## config.mk

```make
export PLATFORM = sky130hd
export DESIGN_NAME = tbma_ctrl
export DESIGN_NICKNAME = d
export VERILOG_FILES = /design/src/design/tbma_pkg.sv /design/src/design/tbma_ctrl.sv
export SDC_FILE = /design/constraint.sdc
export NUM_CORES = 1
export LEC_CHECK = 0
export ABC_AREA = 1
export BUFFER_PORTS_ARGS = -buffer_cell sky130_fd_sc_hd__buf_2
export CAP_MARGIN = 15
export CORE_AREA = 2 2 39 41
export CTS_CLUSTER_SIZE = 12
export DETAILED_ROUTE_END_ITERATION = 10
export DIE_AREA = 0 0 41 43
export PLACE_DENSITY = 0.42
export SYNTH_ARGS = -nofsm -noshare
export SYNTH_HDL_FRONTEND = slang
export SYNTH_SLANG_ARGS = --single-unit
```

## constraint.sdc

```tcl
create_clock -name clk -period 1.8 [get_ports clk]
set_input_delay 0.36 -clock clk [delete_from_list [all_inputs] [get_ports clk]]
set_output_delay 0.36 -clock clk [all_outputs]
set_load 0.005 [all_outputs]
```

## src/design/tbma_pkg.sv

```systemverilog
// ----------------------------------------------------------------------------
// tbma_pkg
// Shared constants, codes, command and status types for the tagged buffer
// memory with atomics.
// ----------------------------------------------------------------------------
package tbma_pkg;

  localparam int SLOT_BITS   = 4;
  localparam int OFFSET_BITS = 11;
  localparam int SPACE_BITS  = 4;

  localparam int ADDR_W        = 18;
  localparam int TAG_W         = SPACE_BITS + SLOT_BITS + OFFSET_BITS;
  localparam int EXT_W         = (TAG_W > ADDR_W) ? TAG_W : ADDR_W;
  localparam int NUM_SLOTS     = 1 << SLOT_BITS;
  localparam int MAX_SIZE      = 1 << OFFSET_BITS;
  localparam int SIZE_W        = OFFSET_BITS + 1;
  localparam int LANE_BITS     = 3;
  localparam int ROW_BITS      = OFFSET_BITS - LANE_BITS;
  localparam int BANK_ROW_BITS = ROW_BITS - 1;
  localparam int BANK_ADDR_W   = SLOT_BITS + BANK_ROW_BITS;
  localparam int BANK_DEPTH    = 1 << BANK_ADDR_W;
  localparam int COUNT_W       = SLOT_BITS + 1;
  localparam int DATA_W        = 64;
  localparam int LIVE_W        = 15;
  localparam int ALLOC_W       = 12;
  localparam int STATUS_W      = 3;
  localparam int MODE_W        = 3;
  localparam int OP_W          = 4;

  localparam logic [MODE_W-1:0] MODE_LOAD   = 3'd0;
  localparam logic [MODE_W-1:0] MODE_STORE  = 3'd1;
  localparam logic [MODE_W-1:0] MODE_ATOMIC = 3'd2;
  localparam logic [MODE_W-1:0] MODE_CMPXCH = 3'd3;
  localparam logic [MODE_W-1:0] MODE_ALLOC  = 3'd4;
  localparam logic [MODE_W-1:0] MODE_FREE   = 3'd5;

  localparam logic [OP_W-1:0] OP_ADD  = 4'd0;
  localparam logic [OP_W-1:0] OP_AND  = 4'd1;
  localparam logic [OP_W-1:0] OP_DEC  = 4'd2;
  localparam logic [OP_W-1:0] OP_INC  = 4'd3;
  localparam logic [OP_W-1:0] OP_MAX  = 4'd4;
  localparam logic [OP_W-1:0] OP_MIN  = 4'd5;
  localparam logic [OP_W-1:0] OP_OR   = 4'd6;
  localparam logic [OP_W-1:0] OP_SUB  = 4'd7;
  localparam logic [OP_W-1:0] OP_XCHG = 4'd8;
  localparam logic [OP_W-1:0] OP_XOR  = 4'd9;

  localparam logic [STATUS_W-1:0] ST_OK       = 3'd0;
  localparam logic [STATUS_W-1:0] ST_INVALID  = 3'd1;
  localparam logic [STATUS_W-1:0] ST_TOO_BIG  = 3'd2;
  localparam logic [STATUS_W-1:0] ST_NO_SLOT  = 3'd3;
  localparam logic [STATUS_W-1:0] ST_BAD_FREE = 3'd4;

  typedef enum logic [2:0] {
    S_IDLE,
    S_ACCESS,
    S_ALLOC,
    S_ZERO,
    S_FREE
  } state_t;

  typedef struct packed {
    logic accept;
    logic access;
    logic alloc;
    logic zero;
    logic free;
    logic load_res;
    logic emit;
  } dp_cmd_t;

  typedef struct packed {
    logic alloc_got;
    logic sweep_last;
  } dp_status_t;

  function automatic logic [DATA_W-1:0] width_mask(input logic [1:0] wcode);
    logic [DATA_W-1:0] m;
    case (wcode)
      2'd0:    m = 64'h0000_0000_0000_00FF;
      2'd1:    m = 64'h0000_0000_0000_FFFF;
      2'd2:    m = 64'h0000_0000_FFFF_FFFF;
      default: m = 64'hFFFF_FFFF_FFFF_FFFF;
    endcase
    return m;
  endfunction

  function automatic logic [DATA_W-1:0] sign_bit(input logic [1:0] wcode);
    logic [DATA_W-1:0] b;
    case (wcode)
      2'd0:    b = 64'h0000_0000_0000_0080;
      2'd1:    b = 64'h0000_0000_0000_8000;
      2'd2:    b = 64'h0000_0000_8000_0000;
      default: b = 64'h8000_0000_0000_0000;
    endcase
    return b;
  endfunction

endpackage

```

## src/design/tbma_ctrl.sv

```systemverilog
// ----------------------------------------------------------------------------
// tbma_ctrl
// Controller state machine: sequences accesses, allocation with its zeroing
// sweep, and free, and issues commands to the datapath.
// ----------------------------------------------------------------------------
module tbma_ctrl (
  input  logic                        clk,
  input  logic                        rst,
  input  logic                        start,
  input  logic [tbma_pkg::MODE_W-1:0] mode,
  input  tbma_pkg::dp_status_t        dp_status,
  output tbma_pkg::dp_cmd_t           dp_cmd,
  output logic                        busy
);

  tbma_pkg::state_t state;
  tbma_pkg::state_t state_next;

  always_ff @(posedge clk) begin
    if (rst) begin
      state <= tbma_pkg::S_IDLE;
    end else begin
      state <= state_next;
    end
  end

  always_comb begin
    state_next = state;
    case (state)
      tbma_pkg::S_IDLE: begin
        if (start) begin
          if (mode == tbma_pkg::MODE_ALLOC) begin
            state_next = tbma_pkg::S_ALLOC;
          end else if (mode == tbma_pkg::MODE_FREE) begin
            state_next = tbma_pkg::S_FREE;
          end else begin
            state_next = tbma_pkg::S_ACCESS;
          end
        end
      end
      tbma_pkg::S_ACCESS: state_next = tbma_pkg::S_IDLE;
      tbma_pkg::S_FREE:   state_next = tbma_pkg::S_IDLE;
      tbma_pkg::S_ALLOC: begin
        state_next = dp_status.alloc_got ? tbma_pkg::S_ZERO : tbma_pkg::S_IDLE;
      end
      tbma_pkg::S_ZERO: begin
        if (dp_status.sweep_last) begin
          state_next = tbma_pkg::S_IDLE;
        end
      end
      default: state_next = tbma_pkg::S_IDLE;
    endcase
  end

  always_comb begin
    dp_cmd = '0;
    busy   = 1'b1;
    case (state)
      tbma_pkg::S_IDLE: begin
        busy          = 1'b0;
        dp_cmd.accept = start;
      end
      tbma_pkg::S_ACCESS: begin
        dp_cmd.access   = 1'b1;
        dp_cmd.load_res = 1'b1;
        dp_cmd.emit     = 1'b1;
      end
      tbma_pkg::S_FREE: begin
        dp_cmd.free     = 1'b1;
        dp_cmd.load_res = 1'b1;
        dp_cmd.emit     = 1'b1;
      end
      tbma_pkg::S_ALLOC: begin
        dp_cmd.alloc    = 1'b1;
        dp_cmd.load_res = 1'b1;
        dp_cmd.emit     = !dp_status.alloc_got;
      end
      tbma_pkg::S_ZERO: begin
        dp_cmd.zero = 1'b1;
        dp_cmd.emit = dp_status.sweep_last;
      end
      default: begin
        busy = 1'b1;
      end
    endcase
  end

`ifndef ASSERT_OFF
  a_access_one_cycle: assert property (@(posedge clk) disable iff (rst)
    state == tbma_pkg::S_ACCESS |=> state == tbma_pkg::S_IDLE)
    else $error("access did not finish in one cycle");
  a_emit_busy: assert property (@(posedge clk) disable iff (rst)
    dp_cmd.emit |-> busy)
    else $error("result emitted while idle");
  a_sweep_holds: assert property (@(posedge clk) disable iff (rst)
    (state == tbma_pkg::S_ZERO && !dp_status.sweep_last) |=> state == tbma_pkg::S_ZERO)
    else $error("zeroing sweep left early");
`endif

endmodule

```

# Word-level counts from Yosys, hierarchy flattened

Cells that the tools add are included.
W data, S select, Z words.

Output and inout bits: 8
Register bits after elaboration: 3

Muxes and demuxes: 14
Equal/unequal tests: 8
Reduce and logical (&&, ||, !) cells: 5

Operator list:

| operator             | number |
|---|---|
| $mux W3              | 4 |
| $eq A3 B3 Y1 const B | 3 |
| $pmux W3 S3          | 1 |
| $mux W1              | 7 |
| $eq A3 B2 Y1 const B | 2 |
| $ne A2 B2 Y1 const B | 2 |
| $eq A3 B1 Y1 const B | 1 |
| $logic_not A3 Y1     | 1 |
| $pmux W1 S3          | 1 |
| $reduce_or A3 Y1     | 1 |
| $mux W2              | 1 |
| $reduce_and A2 Y1    | 1 |
| $reduce_or A2 Y1     | 1 |
| $logic_not A1 Y1     | 1 |

# Longest topological paths before layout

Gate-level depths: netlist (run 1).

Word-level depth: 5
Mapped depth: 7
Mapped depth without buffers: 7

# Worst setup path before layout (run 1)

No wires, ideal clock.

Kind: reg-to-output
Start point: reg state[1]
End point: out dp_cmd[0] in the netlist's numbering
Path buffers: 0
Cell stages (with the launch flop): 5
Data arrival time: 0.797 ns
Path slack: 0.643 ns
Data required time: 1.440 ns
Cells stage by stage: dfxtp_1 > inv_1 > nor3_2 > nand2_1 > nand3_1

RTL lines:

| what                     | line            | text |
|---|---|---|
| start: declaration       | tbma_ctrl.sv:16 | `tbma_pkg::state_t state;` |
| start signal: assignment | tbma_ctrl.sv:21 | `state <= tbma_pkg::S_IDLE;` |
| start signal: assignment | tbma_ctrl.sv:23 | `state <= state_next;` |
| end: declaration         | tbma_ctrl.sv:12 | `output tbma_pkg::dp_cmd_t dp_cmd,` |

==> impl_metrics.ini, run 1 <==
[status]
status = completed

[final_layout]
final_cells = 77
final_cell_mix = buf_2 (15), nand2_1 (11), nor2_1 (9)
mostFrequentLayoutCell = buf_2
final.fill_count = 155
final_util = 0.262
area_growth_pct = 50.3
diodes = 0
regMostFlops = state
drive_gt1_frac = 0.393
top_regs = state: 3 flops
largest_register_ffs = 3
fin_nets = 70
fin_area_um2 = 363

[place]
dp_hpwl_um = 505
placed_cell_area_um2 = 337
place_ws_ps = 479
gp_congestion = 0.663
dp_cells = 73
portBuffers = 15

[worst_setup_path]
cp_slowest_cell = dfxtp_1
path_max_fanout = 5
required_ps = 1440
reg2reg_depth = 7
cp_num_buf_inv = 2
cp-start-kind = register
worst_r2r_endpoint = state[1]
regToRegSetupSlack_ps = 840
regToRegStartpoint = state[1]
critPathMaxStageDelay_ps = 410
crit_chain = inv_1 -> nand2_1 -> nor2_1 -> nor2_2 -> nand3_1 -> buf_2
crit_arrival_ps = 1210
crit_type = register to primary output
cpLargestDelayFamily = flip-flops
end_kind = primary output

[floorplanning]
start_util = 0.175
row_count = 14
design.core.area_um2 = 1380
dieArea_um2 = 1760
die_h_um = 43
num_io_pins = 16
die_w_um = 41

[global_route]
overflow = 0
grt_pass1_wl_um = 876
grt_max_degree = 7
grt_pass1_vias = 252
track_usage = 0.0791
antenna_found_initial = 0

[routing]
vias_per_cell = 3.87
drcViolationCount = 0
ant_nets = 0
wl_per_cell_um = 7.55
firstDrtPassIters = 4
vias = 298
wirelength_um = 581
drt_iter0_markers = 4

[sta]
rsz0062_at_grt = false
hold_violations = 0
setup_ws_ps = 233
drv_slew = 0
max_freq_mhz = 638
setup_viol = 0
timing.final.crit_share = 0.871
setup_tns_ps = 0
finalWorstPathRequiredPeriod_ps = 1570
worst_pin_slew_ps = 203
relSlewSlack = 0.864
finClkSkew_ps = 3.90

[hold_path]
holdPathStages = 3
hold_path.class = primary input to register
hp-start = mode[0]
min_to = state[2]

[clock_network]
cts_tree = done
clkTransAtPathRegs_ps = 40
cts_root_buf = clkbuf_4
clk_latency_ps = 240
clock_path_buffers = 2
post_cts_resize_count = 0
clock-sinks = 3
cts-buffers-inserted = 3
htree_levels = 1
cts_setup_buffers = 0
postCtsHoldBufs = 0

[power_and_ir_drop]
vdd_drop_max_mv = 0.235
power_density_nw_per_um2 = 839
p_leak_nw = 0.225

[logic_synthesis]
synth_nets = 50
synthTopCellsByArea = dfxtp_1 (25%), nand2_1 (17%), nor2_1 (14%)
synth-seq-area-share = 0.249
synth_cells = 42
synth_top_area_frac = 0.249
yosysTopAreaCell = dfxtp_1
ys_seq_elements = 3
synth_cell_types = 12
postSynthAreaPerCell_um2 = 5.75
yosys_warnings = 0
netlist_area_um2 = 241

[job]
max_cap_violations = 0
area by class of cell:
cell class,instances,area (um2),area share
Inverter,9,33.8,0.0931
Sequential cell,3,60.1,0.166
Timing Repair Buffer,15,75.1,0.207
Tap cell,16,20.0,0.0552
Multi-Input combinational cell,30,148,0.407
Clock buffer,4,26.3,0.0724
report_power, final:
| part | total [mW] | internal, mW | switching [mW] |
|---|---|---|---|
| sequential | 0.0822 | 0.0734 | 0.00879 |
| combinational | 0.100 | 0.0451 | 0.0552 |
| clock | 0.122 | 0.0833 | 0.0385 |
per-stage QoR:
step | power (mW) | hold slack (ps)
3_3_place_gp | 0.186 | 623
3_5_place_dp | 0.185 | 618
4_1_cts | 0.311 | 363
2_1_floorplan | 0.145 | 492
5_1_grt | 0.328 | 390
6_report | 0.304 | 367
worst min-delay path, cell delays in order:
cell,delay [ps]
buf_2,110
nand2_1,60
nor4_1,40
per-layer routing:
metal / up-vias / wire length, um / track usage
met5: - / 0 / 0
met4: 0 / 18 / 0.0800
met3: 2 / 46 / 0.0314
met2: 9 / 299 / 0.131
met1: 119 / 217 / 0.0605
li1: 168 / - / -
Yosys cell counts:
| master | number |
|---|---|
| dfxtp_1 | 3 |
| inv_1 | 8 |
| inv_2 | 1 |
| nand2_1 | 11 |
| nand3_1 | 3 |
| nand3_2 | 1 |
| nand4_1 | 1 |
| nor2_1 | 9 |
| nor2_2 | 1 |
| nor3_2 | 2 |
| nor4_1 | 1 |
| o21ai_2 | 1 |
worst max path at each step:
stage | slack (ps) | depth (start not counted) | start | end
floorplan | 640 | 4 | state[1] | dp_cmd[0]
detailed placement | 480 | 6 | state[1] | dp_cmd[0]
CTS | 220 | 6 | state[1] | dp_cmd[0]
global placement | 480 | 6 | state[1] | dp_cmd[0]
global route | 160 | 6 | state[1] | dp_cmd[0]
finish | 230 | 6 | state[1] | dp_cmd[0]
logic make-up after synthesis:
logic type      Yosys count  share of synthesized area
flops                     3                      0.249
simple gates             29                      0.575
compound gates            1                     0.0363
buf+inv                   9                      0.140
Power figures use the tool's default switching activity.
==> run 2, diff against run 1 <==
--- a/config.mk
+++ b/config.mk
@@ -5,14 +5,13 @@
 export SDC_FILE = /design/constraint.sdc
 export NUM_CORES = 1
 export LEC_CHECK = 0
-export ABC_AREA = 1
 export BUFFER_PORTS_ARGS = -buffer_cell sky130_fd_sc_hd__buf_2
 export CAP_MARGIN = 15
 export CORE_AREA = 2 2 39 41
 export CTS_CLUSTER_SIZE = 12
 export DETAILED_ROUTE_END_ITERATION = 10
 export DIE_AREA = 0 0 41 43
-export PLACE_DENSITY = 0.42
+export PLACE_DENSITY_LB_ADDON = 0.08
 export SYNTH_ARGS = -nofsm -noshare
 export SYNTH_HDL_FRONTEND = slang
 export SYNTH_SLANG_ARGS = --single-unit
==> impl_metrics.ini, run 2 <==
[logic_synthesis]
synth_nets = 39
netlist_area_um2 = 287
synthArstFlopShare = 0
synth_cell_types = 22
synthTopCellsByArea = dfxtp_1 (21%), nor4b_4 (8.3%), buf_6 (7.9%)
synthXorXnorAreaFrac = 0.0306
synth_top_family_by_area = simple AND/OR/NAND/NOR gates
synth_compound_area_frac = 0.148
synth_fa_ha_area_frac = 0
yosysMostFrequentCell = dfxtp_1
yosysTopAreaCell = dfxtp_1
synth_top_area_frac = 0.210
ys.flop_type = dfxtp_1
synth_edf_count = 0
synth_cells = 31
synthSimpleGateAreaFrac = 0.454
postSynthAreaPerCell_um2 = 9.24
muxShareOfSynthArea = 0.0349
synth-seq-area-share = 0.210
ys_seq_elements = 3
yosys_warnings = 0

[worst_setup_path]
startpoint = state[0]
crit_chain = nor2_1 -> and2_1 -> o21bai_1 -> buf_2
cp_num_buf_inv = 1
cp_slowest_cell = dfxtp_1
required_ps = 1440
regToRegStartpoint = state[0]
end_kind = primary output
cpLargestDelayFamily = flip-flops
crit_type = register to primary output
cp-start-kind = register
critPathMaxStageDelay_ps = 470
path_max_fanout = 9
crit_arrival_ps = 1300

[sta]
hold_violations = 0
finClkSkew_ps = 0.785
relSlewSlack = 0.810
timing.final.crit_share = 0.923
max_freq_mhz = 602
drv_slew = 0
setup_tns_ps = 0
rsz0062_at_grt = false
worst_pin_slew_ps = 285
setup_viol = 0
finalWorstPathRequiredPeriod_ps = 1660

[hold_path]
hp-start = rst
hold_path.class = primary input to register

[final_layout]
top_regs = state: 3 flops
area_growth_pct = 33.2
diodes = 0
mostFrequentLayoutCell = buf_2
drive_gt1_frac = 0.511
fin_nets = 56
regMostFlops = state
final_cells = 63
largest_register_ffs = 3
final_cell_mix = buf_2 (15), clkbuf_4 (3)

[clock_network]
postCtsHoldBufs = 0
clk_latency_ps = 230
cts_root_buf = clkbuf_4
clock-sinks = 3
htree_levels = 1
post_cts_resize_count = 0
cts-buffers-inserted = 3
clkTransAtPathRegs_ps = 40
cts_setup_buffers = 0
cts_tree = done
clock_path_buffers = 2

[routing]
vias_per_cell = 4.19
ant_nets = 0
firstDrtPassIters = 1
drcViolationCount = 0
vias = 264
wl_per_cell_um = 9.41
wirelength_um = 593
drt_iter0_markers = 0

[floorplanning]
start_util = 0.207
dieArea_um2 = 1760
die_h_um = 43
die_w_um = 41
num_io_pins = 16
row_count = 14
design.core.area_um2 = 1380

[global_route]
grt_pass1_wl_um = 952
grt_max_degree = 11
grt_pass1_vias = 252
track_usage = 0.0812
overflow = 0
antenna_found_initial = 0

[place]
dp_cells = 59
gp_congestion = 0.644
dp_hpwl_um = 481
portBuffers = 15

[status]
status = completed

[power_and_ir_drop]
power_density_nw_per_um2 = 805
vdd_drop_max_mv = 0.339
p_leak_nw = 0.182

[job]
max_cap_violations = 0
## run 2: changes by cell type in the layout (fill, tap and decap cells not counted), moves of 3 or more
cell     change
nand2_1     -10
inv_1        -6
nand3_1      -3
nor2_1       -8
## run 2: area by class of cell
| type | count | area [um2] |
|---|---|---|
| fillers | 154 | 1000 |
| multi-input cells | 23 | 191 |
| repair buffers | 15 | 75.1 |
| flip-flops and latches | 3 | 61.3 |
| clock buffers | 4 | 26.3 |
| well taps | 16 | 20.0 |
| inverters | 2 | 7.51 |
## run 2: power breakdown
| part | total (mW) | internal (mW) | switching (mW) |
|---|---|---|---|
| sequential | 0.0895 | 0.0741 | 0.0154 |
| clock | 0.116 | 0.0829 | 0.0328 |
| combinational | 0.102 | 0.0583 | 0.0435 |
| total | 0.307 | 0.215 | 0.0917 |
## run 2: cell families (layout without fill, tap and decap cells)
family,Yosys count,in the layout
flops,3,3
compound gates,6,6
buf+inv,5,21
xor+xnor,1,1
simple gates,15,15
mux,1,1
## run 2: metrics by stage
stage	utilization	instance area, um2	hold slack, ps	setup slack (ps)	total power, mW
after global placement	0.256	354	574	360	0.192
after CTS	0.275	380	331	84.3	0.316
final	0.276	382	339	139	0.307
after detailed placement	0.256	354	575	343	0.193
after global routing	0.276	382	337	23.8	0.334
after floorplan	-	287	432	536	0.165
## run 2: path summary, 6_finish.rpt
| path | cells past startpoint | endpoint | slack, ps |
|---|---|---|---|
| setup / recovery | 4 | dp_cmd[0] | 140 |
| hold / removal | 2 | state[2] | 340 |
| setup reg to reg | 3 | state[2] | 640 |
| hold reg to reg | 3 | state[0] | 710 |
## run 2: metal layers
layer | track usage | routed length, um
met1 | 0.103 | 263
met2 | 0.106 | 265
met3 | 0.0471 | 64
met4 | 0.0400 | 0
met5 | 0 | 0
==> run 3, diff against run 2 <==
==> constraint.sdc (replaced) <==
create_clock -name clk -period 1.6 [get_ports clk]
set_input_delay 0.32 -clock clk [delete_from_list [all_inputs] [get_ports clk]]
set_output_delay 0.32 -clock clk [all_outputs]
set_load 0.005 [all_outputs]
==> impl_metrics.ini, run 3 (synthesized netlist as in run 2, its figures left out) <==
[clock_network]
clock-sinks = 3
clk_latency_ps = 240
clock_path_buffers = 2
cts-buffers-inserted = 3
cts_tree = done
htree_levels = 1
post_cts_resize_count = 2
cts_setup_buffers = 0
cts_root_buf = clkbuf_4
postCtsHoldBufs = 0
clkTransAtPathRegs_ps = 40

[floorplanning]
die_h_um = 43
die_w_um = 41
design.core.area_um2 = 1380
row_count = 14
start_util = 0.207
dieArea_um2 = 1760
num_io_pins = 16

[job]
max_cap_violations = 0

[routing]
top_layer = met4
wirelength_um = 625
firstDrtPassIters = 1
route.met2.wl_um = 268
wl_per_cell_um = 9.92
vias_per_cell = 4.17
drcViolationCount = 0
wl_met1_um = 284
ant_nets = 0
dr_wl_met3_um = 58
vias = 263
drt_iter0_markers = 0

[power_and_ir_drop]
switching_share = 0.312
p_total_mw = 0.357
power_density_nw_per_um2 = 919
vdd_drop_max_mv = 0.259
clkPwrFrac = 0.384
seq_power_share = 0.289
comb_power_share = 0.326
p_leak_nw = 0.183
internal_power_mw = 0.245
p_switching_mw = 0.111

[sta]
rsz0062_at_grt = false
setup_viol = 0
hold_violations = 0
setup_tns_ps = 0
timing.final.crit_share = 0.960
holdWs_ps = 286
max_freq_mhz = 651
relSlewSlack = 0.802
finalWorstPathRequiredPeriod_ps = 1540
drv_slew = 0
finClkSkew_ps = 3.74
worst_pin_slew_ps = 297

[final_layout]
drive_gt1_frac = 0.574
final_util = 0.280
mostFrequentLayoutCell = buf_2
final_cell_mix = buf_2 (15), clkbuf_4 (3)
fin_nets = 56
final.fill_count = 146
largest_register_ffs = 3
regMostFlops = state
diodes = 0
area_growth_pct = 35.4
top_regs = state: 3 flops
final_cells = 63

[global_route]
antenna_found_initial = 0
grt_max_degree = 11
grt_pass1_vias = 239
track_usage = 0.0831
grt_pass1_wl_um = 938
overflow = 0

[worst_setup_path]
path_max_fanout = 9
regToRegSetupSlack_ps = 470
end_kind = primary output
crit_type = register to primary output
crit_arrival_ps = 1220
required_ps = 1280
cp-start-kind = register

[place]
gp_congestion = 0.630
dp_hpwl_um = 474
dp_cells = 59
portBuffers = 15

[status]
status = completed

[hold_path]
hold_path.class = primary input to register
==> run 3: metrics by stage <==
step / setup slack, ps / instance area, um2
2_1_floorplan: 376 / 287
3_3_place_gp: 201 / 354
3_5_place_dp: 162 / 354
4_1_cts: 18.3 / 383
5_1_grt: 9.56 / 388
6_report: 64.7 / 388
==> run 3: layout make-up <==
class,count,area (um2),area share
timing repair buffer,15,75.1,0.194
clock buffer,4,26.3,0.0677
tap,16,20.0,0.0516
inverter,2,7.51,0.0194
sequential,3,62.6,0.161
multi-input combinational,23,196,0.506
==> run 3: path summary, 6_finish.rpt <==
check             cells after the start   endpoint      from
setup / recovery                      3  dp_cmd[6]  state[0]
setup reg to reg                      3   state[2]  state[0]
hold / removal                        2   state[2]       rst
hold reg to reg                       3   state[0]  state[1]
==> run 3: worst max-delay path, cell delays in order, from the launching register on <==
cell	delay, ps
dfxtp_2	360
or3_4	410
nor2_4	90
buf_2	110
==> run 3: per-layer routing <==
layer  up-vias  track usage
li1        139            -
met3         2       0.0366
met5         -            0
met2        14        0.109
met4         0       0.0800
met1       108       0.0924
==> run 3: power by group through the flow <==
stage	clock (mW)	sequential (mW)	combinational (mW)
2_1_floorplan	0	0.0862	0.0997
3_3_place_gp	0	0.101	0.115
3_5_place_dp	0	0.102	0.116
4_1_cts	0.145	0.102	0.117
5_1_grt	0.149	0.106	0.131
6_report	0.137	0.103	0.116
